--- src/design/dtpm_pkg.sv ---
`timescale 1ns / 1ps
// ---------------------------------------------------------------------------
// dtpm_pkg
// Shared types and constants of the decimal trie prefix match unit.
// ---------------------------------------------------------------------------
package dtpm_pkg;

   localparam int DIGITS          = 10;
   localparam int DIGIT_BITS      = 4;
   localparam int PREFIX_ID_BITS  = 16;
   localparam int MATCH_ID_BITS   = 16;
   localparam int REQ_TDATA_BITS  = 24;
   localparam int RSP_TDATA_BITS  = 24;
   localparam int FIFO_DEPTH      = 2;

   localparam int NODE_COUNT_DEF  = 4096;
   localparam int ID_BITS_DEF     = 16;

   typedef enum logic {
      REQ_INSERT = 1'b0,
      REQ_LOOKUP = 1'b1
   } req_kind_type;

   typedef enum logic [1:0] {
      ENG_CLEAR,
      ENG_FETCH,
      ENG_EXEC
   } eng_state_type;

   typedef struct packed {
      req_kind_type               kind;
      logic                       digit_ok;
      logic [DIGIT_BITS-1:0]      digit;
      logic                       last;
      logic [PREFIX_ID_BITS-1:0]  prefix_id;
   } cmd_type;

endpackage

--- src/design/dtpm_front.sv ---
`timescale 1ns / 1ps
// ---------------------------------------------------------------------------
// dtpm_front
// Request intake: accept a digit request, classify it and hold it in a
// register stage until the queue takes it.
// ---------------------------------------------------------------------------
module dtpm_front (
   input  logic                                  clock,
   input  logic                                  reset,
   input  logic                                  req_tvalid,
   output logic                                  req_tready,
   input  logic [dtpm_pkg::REQ_TDATA_BITS-1:0]   req_tdata,
   input  logic                                  req_tlast,
   input  logic [0:0]                            req_tuser,
   output logic                                  cmd_valid,
   input  logic                                  cmd_ready,
   output dtpm_pkg::cmd_type                     cmd
);

   logic              valid_ff;
   logic              valid_in;
   dtpm_pkg::cmd_type cmd_ff;
   dtpm_pkg::cmd_type cmd_in;
   logic [dtpm_pkg::DIGIT_BITS-1:0] digit;

   assign req_tready = !valid_ff || cmd_ready;
   assign digit      = req_tdata[dtpm_pkg::DIGIT_BITS-1:0];

   always_comb begin
      cmd_in.kind      = dtpm_pkg::req_kind_type'(req_tuser[0]);
      cmd_in.digit     = digit;
      cmd_in.digit_ok  = digit < dtpm_pkg::DIGIT_BITS'(dtpm_pkg::DIGITS);
      cmd_in.last      = req_tlast;
      cmd_in.prefix_id = req_tdata[dtpm_pkg::DIGIT_BITS +: dtpm_pkg::PREFIX_ID_BITS];
      valid_in = valid_ff;
      if (req_tvalid && req_tready) begin
         valid_in = 1'b1;
      end else if (cmd_ready) begin
         valid_in = 1'b0;
      end
   end

   always_ff @(posedge clock) begin
      if (reset) begin
         valid_ff <= 1'b0;
      end else begin
         valid_ff <= valid_in;
      end
      if (req_tvalid && req_tready) begin
         cmd_ff <= cmd_in;
      end
   end

   assign cmd_valid = valid_ff;
   assign cmd       = cmd_ff;

endmodule

--- config.mk ---
export PLATFORM = sky130hd
export DESIGN_NAME = dtpm_front
export DESIGN_NICKNAME = d
export VERILOG_FILES = /design/src/design/dtpm_pkg.sv /design/src/design/dtpm_front.sv
export SDC_FILE = /design/constraint.sdc
export NUM_CORES = 1
export LEC_CHECK = 0
export BUFFER_PORTS_ARGS = -buffer_cell sky130_fd_sc_hd__buf_2
export CORE_MARGIN = 3
export CORE_UTILIZATION = 41
export CTS_CLUSTER_SIZE = 28
export DETAILED_ROUTE_END_ITERATION = 12
export MAX_ROUTING_LAYER = met4
export PLACE_DENSITY_LB_ADDON = 0.25
export SETUP_SLACK_MARGIN = 0.5
export SYNTH_ARGS = -nofsm -noshare
export SYNTH_HDL_FRONTEND = slang
export SYNTH_SLANG_ARGS = --single-unit
export TNS_END_PERCENT = 30
--- constraint.sdc ---
create_clock -name clock -period 2.1 [get_ports clock]
set_clock_uncertainty 0.1 [all_clocks]
set_input_delay 0.105 -clock clock [delete_from_list [all_inputs] [get_ports clock]]
set_output_delay 0.105 -clock clock [all_outputs]
set_load 0.02 [all_outputs]
=== Word-level counts from Yosys, hierarchy flattened ===
Index checks and enable logic that the tools add are counted.

* Register bits after elaboration: 24
* Input port bits: 30
* Output and inout bits: 25

* Order comparisons: 1
* Mux-type cells: 2
* Reductions and logical operators: 4

{| class="wikitable"
|+ Operator list
! operator !! count
|-
| 4-bit less-than comparator, second input constant || 1
|-
| 1-bit 2-to-1 mux || 2
|-
| 2-bit nonzero test || 1
|-
| 1-bit logical AND || 1
|-
| 1-bit logical NOT || 1
|-
| 1-bit logical OR || 1
|}

=== Logic depth before layout (Yosys ltp) ===
* Depth in word-level cells: 4
* Mapped depth: 2
* Depth with buffers taken out: 2

=== Worst setup path after synthesis ===
Ideal clock, no wire load.

* Path type: register to register
* From: reg valid_ff, in the netlist cmd_valid
* To: reg cmd_ff (netlist bit cmd[0]), enable pin
* Setup time: 0.324 ns
* Data arrival time: 0.816 ns
* Data required time: 1.676 ns
* Slack: 0.859 ns
* Cell stages (with the launch flop): 3
* Path buffers: 0
* Clock period less this slack: 1.241 ns
* Path through: dfxtp_1 > nand2b_4 > and2_4

* Word-level cells in the longest chain between the ends: 3

{| class="wikitable"
|+ Ends and longest elaborated chain
! element !! RTL line !! RTL
|-
| start, declared || dtpm_front.sv:20 || <nowiki>logic valid_ff;</nowiki>
|-
| start signal, assigned || dtpm_front.sv:47 || <nowiki>valid_ff <= valid_in;</nowiki>
|-
| 1-bit logical NOT || dtpm_front.sv:26 || <nowiki>assign req_tready = !valid_ff || cmd_ready;</nowiki>
|-
| 1-bit logical OR || dtpm_front.sv:26 ||
|-
| net req_tready || dtpm_front.sv:11 || <nowiki>output logic req_tready,</nowiki>
|-
| 1-bit logical AND || dtpm_front.sv:49 || <nowiki>if (req_tvalid && req_tready) begin</nowiki>
|-
| end signal, assigned || dtpm_front.sv:50 || <nowiki>cmd_ff <= cmd_in;</nowiki>
|-
| end, declared || dtpm_front.sv:22 || <nowiki>dtpm_pkg::cmd_type cmd_ff;</nowiki>
|}

The timed path passes the listed nets, and every way through them passes these cells.
A chain may end at the register's enable or synchronous reset.

=== Final worst setup path ===
* From: reg valid_ff, in the netlist cmd_valid
* To: reg valid_ff, in the netlist cmd_valid

* Word-level cells in the longest chain between the ends: 4
* Elaborated cells between the ends (all ways): 5
* Classes of those cells: mux: 1; reduce/logical: 4

{| class="wikitable"
|+ Ends and longest elaborated chain
! element !! RTL line !! RTL
|-
| 1-bit logical NOT * || dtpm_front.sv:26 ||
|-
| 1-bit logical OR * || dtpm_front.sv:26 ||
|-
| 1-bit logical AND * || dtpm_front.sv:36 || <nowiki>if (req_tvalid && req_tready) begin</nowiki>
|-
| 1-bit 2-to-1 mux / 2-bit nonzero test (equally long branches) || n/a ||
|}

Mark *: on every way between the ends. The rest lies on a longest branch, timed or not.

==> qor.yml <==
status:
  result_of_the_run: "completed"
sta:
  relative_slew_margins_pct: 81.1
  worst_max_slew_pin_slew_ps: 284
  maxSlewViolCount: 0
  rsz0062_at_grt: "false"
  finalCriticalPeriod_ps: 1270
  setup_viol_count_final: 0
  hold_viol_final: 0
  finalHoldWorstSlack_ps: 228
  fmaxAchievable_mhz: 789
  fin_tns_setup_ps: 0
  final.period_utilization_pct: 60.3
floorplanning:
  design.core.area_um2: 1610
  die_height_um: 48.8
  dieArea_um2: 2380
  pin_count: 55
  initial_core_util_pct: 46.6
  rows: 14
  die_x_um: 48.8
clocking:
  cts_resized: 0
  cts_inserted_buffers: 3
  buffer_levels_on_the_longest_clock_path: 2
  htree_num_levels: 1
  post-cts-setup-buffer-count: 0
  clock_transition_at_the_register_clock_pins_on_the_worst_setup_and_hold_paths_after_cts_ps: 110
  clock-sinks: 24
  clockRootBuffer: "sky130_fd_sc_hd__clkbuf_4"
  cts_tree: "done"
  clk_latency_ps: 290
grt:
  grt_antenna_before_repair: 0
  globalRouteTotalUtil_pct: 15.7
  grt_pass1_vias: 629
  grt_pass1_wl_um: 2840
  grt_max_degree: 24
  grt_overflow_total: 0
logic_synthesis:
  synth-seq-area-share_pct: 94.7
  yosys_register_bits: 24
  mappedNetlistNets: 59
  synth.lib_cells_used.distinct: 7
  syn-cell-area_um2: 751
  syn_area_per_cell_um2: 25.9
  ys_dominant_reg_cell: "sky130_fd_sc_hd__edfxtp_1"
  synthesis.instances: 29
  synth_area_leaders: "sky130_fd_sc_hd__edfxtp_1, sky130_fd_sc_hd__dfxtp_1, sky130_fd_sc_hd__nand2b_4"
  ys_warnings: 0
  synth_top_area_share_pct: 92.0
  postSynth.asyncResetShare_pct: 0
  synth_most_common_cell: "sky130_fd_sc_hd__edfxtp_1"
  synth_enable_flop_cells: 23
  post-synth-top-area-cell: "sky130_fd_sc_hd__edfxtp_1"
worst_setup_path:
  startpoint: "cmd_valid"
  critPathRequiredTime_ps: 2240
  cpMaxStageDelayCell: "sky130_fd_sc_hd__dlygate4sd3_1"
  critical_path.endpoint_type: "flip-flop"
  critical_path_buf_inv_count: 1
  crit_family: "buffers and inverters"
  regToRegEndpoint: "cmd_valid"
  worst_case_register_to_register_setup_slack_ps: 830
  timing.critical_path.arrival_ps: 1410
  timing.critical_path.slowest_cell_delay_ps: 540
  worstSetupPathDepth: 3
  worst_setup_path_endpoint: "cmd_valid"
  timing.critical_path.cells: "nand2b_4, a21oi_2, dlygate4sd3_1"
  reg2regPathDepth: 3
  worstSetupPathType: "flip-flop to flip-flop"
  timing.critical_path.from_type: "flip-flop"
  timing.rr.start: "cmd_valid"
  worstPathMaxFanout: 3
route:
  vias_per_inst: 4.19
  drt-pass1-iter-count: 2
  detail_route.wl_per_cell_um: 12.2
  totalWireLength_um: 1600
  drtAntennaViolNets: 0
  via_count: 549
  drt-initial-drc-count: 5
  post-route-drc-count: 0
finish:
  antenna_cells: 0
  flow.area_growth_from_synthesis_pct: 72.8
  post_route_cells_drive_above_1_share_pct: 52.3
  nets: 138
  num-fill-cells: 102
placement:
  routabilityCongestion: 0.717
  numPortBuffers: 50
  hpwl_um: 1010
pwr:
  power.density_nw_per_um2: 684
  p_leak_nw: 0.563
  peakVddDrop_v: 0.000524
  design_power_total_mw: 0.888
flow_run:
  maxCapViolations: 0
worst_hold_path:
  worst_hold_startpoint: "req_tvalid"
  holdCritPathClass: "input port to flip-flop"
layout make-up:
class	count	area (µm²)	share of cell area, %
sequential	24	711	54.8
timing repair buffer	74	490	37.8
multi-input combinational	4	36.3	2.80
tap	24	30.0	2.31
clock buffer	4	26.3	2.03
inverter	1	3.75	0.289
timing repair:
action / 4_1_cts / 5_1_grt
endpoints found under the setup margin: 0 / 0
hold buffers: 24 / 0
hold endpoints to repair: 24 / 0
power by group:
part / total, mW / internal [mW] / switching (mW)
Combinational: 0.137 / 0.0675 / 0.0692
Clock: 0.187 / 0.0737 / 0.114
Sequential: 0.564 / 0.557 / 0.00701
routing by layer:
metal / global-route usage [%] / vias to the layer above / share of wire [%]
met5: - / - / 0
met4: 1.42 / 0 / 0
met3: 4.89 / 0 / 8.1
met2: 30.5 / 31 / 57
met1: 15.7 / 252 / 35
li1: - / 266 / -
cells by family (layout without fill, tap and decap cells):
group           Yosys count  count (layout)  synth area share, %
flops                    24              24                 94.7
compound gates            2               2                 1.83
buf+inv                   1              79                0.500
simple gates              2               2                 3.00
sequential cells by signal (all words and copies together), names as in the netlist:
| register | cells |
|---|---|
| cmd | 23 |
| cmd_valid | 1 |
stage by stage:
stage          instance area (µm²)  util (%)  std cells  setup slack, ps
2_1_floorplan                  751         -         29              859
3_3_place_gp                  1030      64.0        103              953
3_5_place_dp                  1030      64.0        103              935
4_1_cts                       1300      80.5        131              828
5_1_grt                       1300      80.5        131              776
6_report                      1300      80.5        131              833
layout by cell type, fill, tap and decap left out, drive strengths merged:
cell	Yosys	final
clkbuf	0	4
dfxtp	1	1
dlygate4sd3	0	24
o21ai	1	1
a21oi	1	1
edfxtp	23	23
nand2b	1	1
inv	1	1
and2	1	1
buf	0	50
worst min-delay path by stage:
stage          cells past startpoint        end
3_5_place_dp                       2  cmd_valid
4_1_cts                            2     cmd[2]
6_report                           2    cmd[20]
5_1_grt                            2    cmd[20]
3_3_place_gp                       2  cmd_valid
2_1_floorplan                      1  cmd_valid
No activity file was read; power rests on OpenSTA's default activity.
