==> src/design/dtpm_pkg.sv <==
`timescale 1ns / 1ps
// ---------------------------------------------------------------------------
// dtpm_pkg
// Shared types and constants of the decimal trie prefix match unit.
// ---------------------------------------------------------------------------
package dtpm_pkg;

   localparam int DIGITS          = 10;
   localparam int DIGIT_BITS      = 4;
   localparam int PREFIX_ID_BITS  = 16;
   localparam int MATCH_ID_BITS   = 16;
   localparam int REQ_TDATA_BITS  = 24;
   localparam int RSP_TDATA_BITS  = 24;
   localparam int FIFO_DEPTH      = 2;

   localparam int NODE_COUNT_DEF  = 4096;
   localparam int ID_BITS_DEF     = 16;

   typedef enum logic {
      REQ_INSERT = 1'b0,
      REQ_LOOKUP = 1'b1
   } req_kind_type;

   typedef enum logic [1:0] {
      ENG_CLEAR,
      ENG_FETCH,
      ENG_EXEC
   } eng_state_type;

   typedef struct packed {
      req_kind_type               kind;
      logic                       digit_ok;
      logic [DIGIT_BITS-1:0]      digit;
      logic                       last;
      logic [PREFIX_ID_BITS-1:0]  prefix_id;
   } cmd_type;

endpackage

==> src/design/dtpm_fifo.sv <==
`timescale 1ns / 1ps
// ---------------------------------------------------------------------------
// dtpm_fifo
// Short command queue between intake and trie engine.
// ---------------------------------------------------------------------------
module dtpm_fifo (
   input  logic              clock,
   input  logic              reset,
   input  logic              push_valid,
   output logic              push_ready,
   input  dtpm_pkg::cmd_type push_cmd,
   output logic              pop_valid,
   input  logic              pop_ready,
   output dtpm_pkg::cmd_type pop_cmd
);

   localparam int PTR_BITS = (dtpm_pkg::FIFO_DEPTH > 1) ? $clog2(dtpm_pkg::FIFO_DEPTH) : 1;
   localparam int CNT_BITS = $clog2(dtpm_pkg::FIFO_DEPTH + 1);

   dtpm_pkg::cmd_type     slot_ff [dtpm_pkg::FIFO_DEPTH];
   logic [PTR_BITS-1:0]   wr_ptr_ff;
   logic [PTR_BITS-1:0]   wr_ptr_in;
   logic [PTR_BITS-1:0]   rd_ptr_ff;
   logic [PTR_BITS-1:0]   rd_ptr_in;
   logic [CNT_BITS-1:0]   count_ff;
   logic [CNT_BITS-1:0]   count_in;
   logic                  do_push;
   logic                  do_pop;

   assign push_ready = count_ff != CNT_BITS'(dtpm_pkg::FIFO_DEPTH);
   assign pop_valid  = count_ff != '0;
   assign pop_cmd    = slot_ff[rd_ptr_ff];
   assign do_push    = push_valid && push_ready;
   assign do_pop     = pop_valid && pop_ready;

   always_comb begin
      wr_ptr_in = wr_ptr_ff;
      rd_ptr_in = rd_ptr_ff;
      count_in  = count_ff;
      if (do_push) begin
         wr_ptr_in = (wr_ptr_ff == PTR_BITS'(dtpm_pkg::FIFO_DEPTH - 1)) ? '0 : wr_ptr_ff + 1'b1;
      end
      if (do_pop) begin
         rd_ptr_in = (rd_ptr_ff == PTR_BITS'(dtpm_pkg::FIFO_DEPTH - 1)) ? '0 : rd_ptr_ff + 1'b1;
      end
      if (do_push && !do_pop) begin
         count_in = count_ff + 1'b1;
      end else if (do_pop && !do_push) begin
         count_in = count_ff - 1'b1;
      end
   end

   always_ff @(posedge clock) begin
      if (reset) begin
         wr_ptr_ff <= '0;
         rd_ptr_ff <= '0;
         count_ff  <= '0;
      end else begin
         wr_ptr_ff <= wr_ptr_in;
         rd_ptr_ff <= rd_ptr_in;
         count_ff  <= count_in;
      end
      if (do_push) begin
         slot_ff[wr_ptr_ff] <= push_cmd;
      end
   end

endmodule

==> config.mk <==
export PLATFORM = sky130hd
export DESIGN_NAME = dtpm_fifo
export DESIGN_NICKNAME = d
export VERILOG_FILES = /design/src/design/dtpm_pkg.sv /design/src/design/dtpm_fifo.sv
export SDC_FILE = /design/constraint.sdc
export NUM_CORES = 1
export LEC_CHECK = 0
export BUFFER_PORTS_ARGS = -buffer_cell sky130_fd_sc_hd__buf_2
export CAP_MARGIN = 20
export CELL_PAD_IN_SITES_DETAIL_PLACEMENT = 1
export CELL_PAD_IN_SITES_GLOBAL_PLACEMENT = 2
export CORE_ASPECT_RATIO = 1.5
export CORE_MARGIN = 1
export CORE_UTILIZATION = 36
export DETAILED_ROUTE_END_ITERATION = 10
export GPL_ROUTABILITY_DRIVEN = 1
export PLACE_DENSITY_LB_ADDON = 0.15
export SLEW_MARGIN = 30
export SYNTH_ARGS = -nofsm -noshare
export SYNTH_HDL_FRONTEND = slang
export SYNTH_SLANG_ARGS = --single-unit
==> constraint.sdc <==
create_clock -name clock -period 2.1 [get_ports clock]
set_clock_uncertainty 0.1 [all_clocks]
set_input_delay 0.525 -clock clock [delete_from_list [all_inputs] [get_ports clock]]
set_output_delay 0.525 -clock clock [all_outputs]
set_load 0.05 [all_outputs]
**Word level (Yosys, flattened, before mapping)**

Memory sizes are Yosys's and may differ from the RTL's. A register that Yosys moved wholly into a read port is not among the register bits.
Index checks and enable logic that the tools add are counted.

- Register bits: 4
- Latch bits: 0
- Bits in writable memories: 46
- Memory bits (read-only): 0
- Input port bits: 27
- Output and inout port bits: 25
- Word-level logic and storage cells: 25
- Memories kept: 1

- $add $sub $neg: 4
- $mul: 0
- Divide/modulo/power cells: 0
- Magnitude comparators: 0
- Eq/ne operators: 1
- Shifts and indexed selects: 0
- Muxes and demuxes: 8
- Bitwise operators: 0
- Reductions and logical operators: 8

Memory list:

| name | depth | width | read ports | clocked after Yosys merged registers in | write ports | line | text |
|---|---|---|---|---|---|---|---|
| slot_ff | 2 | 23 | 1 | 1 | 1 | dtpm_fifo.sv:20 | `dtpm_pkg::cmd_type slot_ff [dtpm_pkg::FIFO_DEPTH];` |

Operators with widths:

| operator | count |
|---|---|
| two-way mux 1 bit | 6 |
| logical AND 1 bit | 4 |
| two-way mux 2 bit | 2 |
| nonzero test 2 bit | 2 |
| adder 1 bit (second input constant) | 2 |
| adder 2 x 1 -> 2 bit (second input constant) | 1 |
| logical NOT 1 bit | 2 |
| inequality test 2 bit (second input constant) | 1 |
| subtractor 2 x 1 -> 2 bit (second input constant) | 1 |

**Logic depth before layout (Yosys ltp)**

Gate-level depths: netlist of run 1.

- Word-level depth: 6
- Depth in mapped cells: 6
- Mapped depth without buffers: 6

**Worst setup path before layout of run 1**

OpenSTA, ideal clock, no wires.

- Path kind: flip-flop to flip-flop
- Start point: register count_ff[0]
- End point: memory slot_ff[1][0] (netlist name) (enable)
- Library setup time: 382 ps
- Arrival time: 1608 ps
- Data required time: 1618 ps
- Setup slack: 10 ps
- Stages on the path, launching flop included: 3
- Path buffers: 0
- Period minus slack after synthesis: 2090 ps
- Cell sequence: dfxtp_1 -> nand2b_1 -> and3_1

- Word-level cells in the longest chain between the ends: 4

Ends and longest elaborated chain:

| element | line | text |
|---|---|---|
| from (decl) | dtpm_fifo.sv:25 | `logic [CNT_BITS-1:0] count_ff;` |
| from (signal assigned) | dtpm_fifo.sv:61 | `count_ff <= count_in;` |
| inequality test 2 bit | dtpm_fifo.sv:30 | `assign push_ready = count_ff != CNT_BITS'(dtpm_pkg::FIFO_DEPTH);` |
| named net push_ready | dtpm_fifo.sv:10 | `output logic push_ready,` |
| logical AND 1 bit | dtpm_fifo.sv:33 | `assign do_push = push_valid && push_ready;` |
| two-way mux 1 bit | dtpm_fifo.sv:63 | `if (do_push) begin` |
| two-way mux 1 bit (not written as such) | dtpm_fifo.sv:64 | `slot_ff[wr_ptr_ff] <= push_cmd;` |
| to (decl) | dtpm_fifo.sv:20 |  |

The timed path passes the listed nets, and every way through them passes these cells.

==> results.json, run 1 <==
{
  "run_status": "finished clean",
  "cts.htree.levels": 2,
  "tritoncts": "done",
  "max_freq_mhz": 491,
  "postPlaceCellArea_sq_um": 2250,
  "insertion_delay_ps": 290,
  "placementRows": 31,
  "placement.io_buffers": 51,
  "clock_power_share_pct": 16.6,
  "worst_r2r_path_depth": 5,
  "coreArea_sq_um": 4930,
  "p_seq_share_pct": 43.3,
  "drt-initial-drc-count": 18,
  "place_congestion": 0.709,
  "layout_cells_sized_above_1_pct": 56.1,
  "ctsResizeCount": 1,
  "cp_max_fo": 16,
  "p_comb_share_pct": 40.0,
  "final_layout_net_count": 185,
  "drt-pass1-iter-count": 3,
  "floorplan.io_pins": 52,
  "die_w_um": 60.9,
  "static_leakage_power_nw": 0.889,
  "drv_slew": 0,
  "setup_repair_after_global_routing_missed_its_margin": "false",
  "power.total_mw": 3.05,
  "routed_via_density": 4.57,
  "cts_hold_buffers": 0,
  "cp_cell_sequence": "buf_6 > mux2_2 > buf_2",
  "final_antenna_net_count": 0,
  "synth_seq_cells": 51,
  "netlist_area_sq_um": 1870,
  "critPathKind": "reg2out",
  "layout.cell_area.non_filler_sq_um": 2330,
  "grtUsageTotal_pct": 13.4,
  "synth.avg_cell_area_sq_um": 19.7,
  "timing.critical_path.required_ps": 1470,
  "clockBufferDepth": 2,
  "met2_usage_pct": 24.5,
  "worst_slew_margin_rel_pct": 79.2,
  "worst_ep_arrival_time_ps": 1410,
  "clk_root_buffer_cell": "sky130_fd_sc_hd__clkbuf_8",
  "routed_wire_length_per_instance_um": 14.7,
  "min_period_ps": 2040,
  "postSynthCellCount": 95,
  "grt.met3_usage_pct": 4.73,
  "total_number_of_yosys_warnings": 0,
  "grt_antenna_before_repair": 0,
  "drcViolationCount": 0,
  "grt_pass1_vias": 1127,
  "min_path_type": "in2reg",
  "pin_count_of_the_biggest_net_entering_global_routing": 17,
  "placement.setup.worst_slack_ps": 312,
  "route.final.wire_length_um": 3280,
  "starting_utilization_of_the_core_area_pct": 38.0,
  "power.ir.vdd_worst_v": 0.000624,
  "internal_dissipation_mw": 1.86,
  "clkSinkCount": 51,
  "layout-area-overhead-vs-synth_pct": 24.2,
  "syn-num-nets": 123,
  "tns_ps": 0,
  "max_cap_viol_count": 0,
  "seq_area_frac_synth_pct": 79.1,
  "critical-path-max-stage-delay_ps": 360,
  "switching_share_pct": 39.0,
  "power_switching_mw": 1.19,
  "insertedDiodeCount": 0,
  "post-route-util_pct": 47.2,
  "crit_path_top_delay_cell": "sky130_fd_sc_hd__mux2_2",
  "routed-via-count": 1019,
  "grt_first_pass_wirelength_um": 5280,
  "powerDensity_nw_per_um2": 1310,
  "setup_violations": 0,
  "global_route.overflow_total": 0,
  "ys_types": 17,
  "critical_path.startpoint_type": "flip-flop",
  "global_route.peak_usage_layer": "met2",
  "min_delay_path_depth": 1,
  "layout_worst_path_cycle_share_pct": 97.0,
  "critical_path.endpoint_type": "output pin",
  "globalRouteMet1Util_pct": 13.0,
  "tightest_slew_ps": 309,
  "floorplan.die.height_um": 90.3,
  "final-hold-violation-count": 0,
  "post-cts-setup-buffer-count": 0,
  "die_area_sq_um": 5500,
  "clk_pin_slew_worst_paths_ps": 80,
  "final.setup.worst_slack_ps": 62.9,
  "hpwlAfterDp_um": 2400,
  "tritoncts.num_buffers": 5
}
## synthesized netlist by cell type, drive strengths merged
master	count	share of area (%)
nand3b	1	0.40
o21ai	2	0.53
or3	1	0.33
and2	1	0.33
ha	1	0.67
or2	1	0.33
edfxtp	46	74
and3	1	0.33
nor2	3	0.60
xor2	3	1.4
a21bo	1	0.53
nand2b	1	0.33
buf	2	0.53
dfxtp	5	5.3
a21oi	2	0.53
mux2	23	14
inv	1	0.20
## kinds of logic (layout without fill, tap and decap cells)
| logic type | count (synthesis) | in the layout | share of synthesized area [%] |
|---|---|---|---|
| AO/OA/AOI/OAI | 5 | 5 | 1.60 |
| XOR/XNOR | 3 | 3 | 1.40 |
| AND/OR/NAND/NOR | 9 | 9 | 2.67 |
| multiplexers | 23 | 23 | 13.8 |
| adder cells (fa/ha/maj) | 1 | 1 | 0.668 |
| buffers and inverters | 3 | 65 | 0.735 |
| flip-flops | 51 | 51 | 79.1 |
## area by class of cell
cell class	instances	area, sq um
fill	521	2600
clock buffer	5	68.8
clock inverter	2	8.76
timing repair buffer	57	304
inverter	1	3.75
sequential	51	1480
multi-input combinational	41	378
tap	66	82.6
## worst max-delay path: cells and delay by family, from the launching register on
family	cells	cell delay [ps]
DFF	1	350
muxes	1	360
buffers and inverters	2	400
## per-stage QoR
step | hold WS (ps) | cells
detailed placement | 394 | 216
CTS | 304 | 223
floorplan | 371 | 95
global placement | 396 | 216
global route | 298 | 223
finish | 313 | 223
## cell usage in the layout, fill, tap and decap left out
| cell | count |
|---|---|
| sky130_fd_sc_hd__a21oi_1 | 2 |
| sky130_fd_sc_hd__xor2_1 | 3 |
| sky130_fd_sc_hd__edfxtp_1 | 46 |
| sky130_fd_sc_hd__nand3b_1 | 1 |
| sky130_fd_sc_hd__ha_1 | 1 |
| sky130_fd_sc_hd__nor2_1 | 3 |
| sky130_fd_sc_hd__mux2_2 | 23 |
| sky130_fd_sc_hd__nand2b_1 | 1 |
| sky130_fd_sc_hd__a21bo_2 | 1 |
| sky130_fd_sc_hd__dfxtp_1 | 5 |
| sky130_fd_sc_hd__or2_2 | 1 |
| sky130_fd_sc_hd__and2_1 | 1 |
| sky130_fd_sc_hd__buf_2 | 51 |
| sky130_fd_sc_hd__or3_1 | 1 |
| sky130_fd_sc_hd__clkbuf_8 | 5 |
| sky130_fd_sc_hd__and3_1 | 1 |
| sky130_fd_sc_hd__buf_4 | 5 |
| sky130_fd_sc_hd__clkinv_2 | 1 |
| sky130_fd_sc_hd__o21ai_0 | 2 |
| sky130_fd_sc_hd__clkinv_1 | 1 |
| sky130_fd_sc_hd__buf_6 | 1 |
| sky130_fd_sc_hd__inv_1 | 1 |
## sequential cells by signal (all words and copies together), names as in the netlist, named ones only
register,count
slot_ff,46
count_ff,2
wr_ptr_ff,1
rd_ptr_ff,1
## power groups by stage
stage	combinational [mW]	clock [mW]	sequential, mW
5_1_grt	1.30	0.566	1.34
3_3_place_gp	1.22	0	1.34
6_report	1.22	0.508	1.32
2_1_floorplan	0.952	0	1.34
4_1_cts	1.24	0.530	1.32
3_5_place_dp	1.23	0	1.35
## layer usage
metal | share of wire [%] | vias up
li1 | - | 483
met3 | 6.7 | 5
met4 | 1.7 | 0
met5 | 0 | -
met2 | 57 | 33
met1 | 34 | 498
## path summary, 6_finish.rpt
| kind | start | to | slack, ps |
|---|---|---|---|
| worst max register to register | count_ff[0] | count_ff[1] | 330 |
| worst min register to register | rd_ptr_ff | rd_ptr_ff | 410 |
| worst max-delay path | flip-flop | pop_cmd[21] | 60 |
| worst min-delay path | push_cmd[13] | slot_ff[0][13] | 310 |
(Power assumes the default switching activity.)
==> run 2: changes to the inputs <==
SETUP_SLACK_MARGIN = 0.5   (was not set)
SLEW_MARGIN = not set   (was 30)
==> run 2 against run 1 <==
Routed wire length is 14% higher. Die area stayed put. Flip-flop and latch count stayed put. Worst hold slack worse by 3.2 ps. Sequential power is 3% higher. Setup slack better by 110 ps. Core utilization is 7.8 points higher. Total power is 19% higher. Non-clock buffer count is 6 higher. Via count is 6.2% higher. Critical path depth stayed put. Highest routed layer unchanged.
==> results.json, run 2 (synthesized netlist as in run 1, its figures left out) <==
{
  "worst_ep_arrival_time_ps": 1300,
  "dp.cells": 215,
  "tns_ps": 0,
  "critical_path.endpoint_type": "output pin",
  "setup_repair_after_global_routing_missed_its_margin": "true",
  "pin_count_of_the_biggest_net_entering_global_routing": 16,
  "insertion_delay_ps": 300,
  "min_path_type": "in2reg",
  "drt-pass1-iter-count": 4,
  "clk_root_buffer_cell": "sky130_fd_sc_hd__clkbuf_8",
  "cts.htree.levels": 2,
  "min_delay_path_depth": 1,
  "largest-register": "slot_ff",
  "layout_cells_sized_above_1_pct": 63.0,
  "placement.io_buffers": 51,
  "timing.critical_path.required_ps": 1470,
  "power.total_mw": 3.63,
  "max_cap_viol_count": 0,
  "coreArea_sq_um": 4930,
  "grt_antenna_before_repair": 0,
  "critPathKind": "reg2out",
  "place_congestion": 0.624,
  "cts_hold_buffers": 0,
  "layout_common_cells": "sky130_fd_sc_hd__edfxtp_1, sky130_fd_sc_hd__buf_2, sky130_fd_sc_hd__mux2_4",
  "critical-path-max-stage-delay_ps": 390,
  "route.final.wire_length_um": 3740,
  "startpoint_of_the_lowest_slack_register_to_register_path": "count_ff[0]",
  "hpwlAfterDp_um": 2530,
  "layout_top_registers": "slot_ff x46, count_ff x2",
  "largest_reg_flops": 46,
  "setup_violations": 0,
  "power.ir.vdd_worst_v": 0.000656,
  "floorplan.io_pins": 52,
  "drt-initial-drc-count": 28,
  "static_leakage_power_nw": 1.07,
  "tritoncts.num_buffers": 5,
  "global_route.overflow_total": 0,
  "critical_path.startpoint_type": "flip-flop",
  "final-hold-violation-count": 0,
  "layout.cell_area.non_filler_sq_um": 2710,
  "clockBufferDepth": 2,
  "min_delay_worst_endpoint": "slot_ff[0][11]",
  "routed_wire_length_per_instance_um": 16.2,
  "die_w_um": 60.9,
  "clk_pin_slew_worst_paths_ps": 80,
  "min_period_ps": 1930,
  "tightest_slew_ps": 308,
  "run_status": "finished clean",
  "r2r_slack_ps": 530,
  "layout_worst_path_cycle_share_pct": 91.8,
  "worst_r2r_path_depth": 6,
  "clkSinkCount": 51,
  "final_antenna_net_count": 0,
  "post-route-util_pct": 55.1,
  "die_area_sq_um": 5500,
  "filler_cell_count": 493,
  "grt_pass1_vias": 1156,
  "routed-via-count": 1082,
  "crit_path_top_delay_cell": "sky130_fd_sc_hd__dfxtp_4",
  "timing.hold.worst.start": "push_cmd[11]",
  "worst_slew_margin_rel_pct": 79.4,
  "grtUsageTotal_pct": 14.7,
  "drv_slew": 0,
  "final_common_cell": "sky130_fd_sc_hd__edfxtp_1",
  "cp_max_fo": 7,
  "cp_cell_sequence": "buf_8 > mux2_4 > buf_8",
  "max_freq_mhz": 519,
  "starting_utilization_of_the_core_area_pct": 38.0,
  "insertedDiodeCount": 0,
  "postPlaceCellArea_sq_um": 2340,
  "cp_common_cell": "sky130_fd_sc_hd__buf_8",
  "placementRows": 31,
  "layout-area-overhead-vs-synth_pct": 44.9,
  "tritoncts": "done",
  "routed_via_density": 4.68,
  "grt_first_pass_wirelength_um": 5640,
  "critical_path.reg2reg.endpoint": "count_ff[1]",
  "drcViolationCount": 0,
  "powerDensity_nw_per_um2": 1340,
  "finalNonFillerCells": 231,
  "floorplan.die.height_um": 90.3,
  "final_layout_net_count": 192
}
run 2: stage by stage:
stage	hold WS, ps	setup WS [ps]
after CTS	304	158
after global routing	299	126
final	310	173
after global placement	390	300
after detailed placement	400	263
after floorplan	372	481
run 2: worst max-delay path: cells and delay by family (launching register included):
kind	cells	cell delay, ps
multiplexers	1	320
flip-flops	1	390
buffers and inverters	2	290
run 2: where the power goes:
group	internal (mW)	switching (mW)	total, mW	leakage, nW
Sequential	1.29	0.0728	1.36	0.473
Clock	0.229	0.298	0.528	0.0426
Combinational	0.782	0.957	1.74	0.552
Total	2.30	1.33	3.63	1.07
run 2: worst max-delay path by stage:
stage,start,endpoint,cells after the start
floorplan,flip-flop,pop_cmd[0],2
global placement,flip-flop,pop_cmd[7],3
detailed placement,push_valid,slot_ff[0][10],3
CTS,flip-flop,pop_cmd[3],3
global route,flip-flop,pop_cmd[3],3
finish,flip-flop,pop_cmd[3],3
run 2: layout make-up:
type	instances	area (sq um)	share of cell area [%]
inverter	1	7.51	0.277
multi-input combinational	41	498	18.3
sequential	51	1490	55.0
timing repair inverter	1	7.51	0.277
clock buffer	6	72.6	2.67
clock inverter	2	8.76	0.323
tap	66	82.6	3.04
timing repair buffer	63	544	20.1
run 2: repair_timing:
action,4_1_cts,5_1_grt
resized for setup,72,2
pin swaps,1,2
endpoints found under the setup margin,49,66
buffers inserted,3,4
gates cloned,1,0
run 2: layer usage:
layer / vias to the layer above / GRT usage, % / wire length, um
li1: 501 / - / -
met1: 545 / 15.1 / 1340
met2: 31 / 26.0 / 2160
met3: 5 / 4.15 / 163
met4: 0 / 6.82 / 75
met5: - / 0 / 0
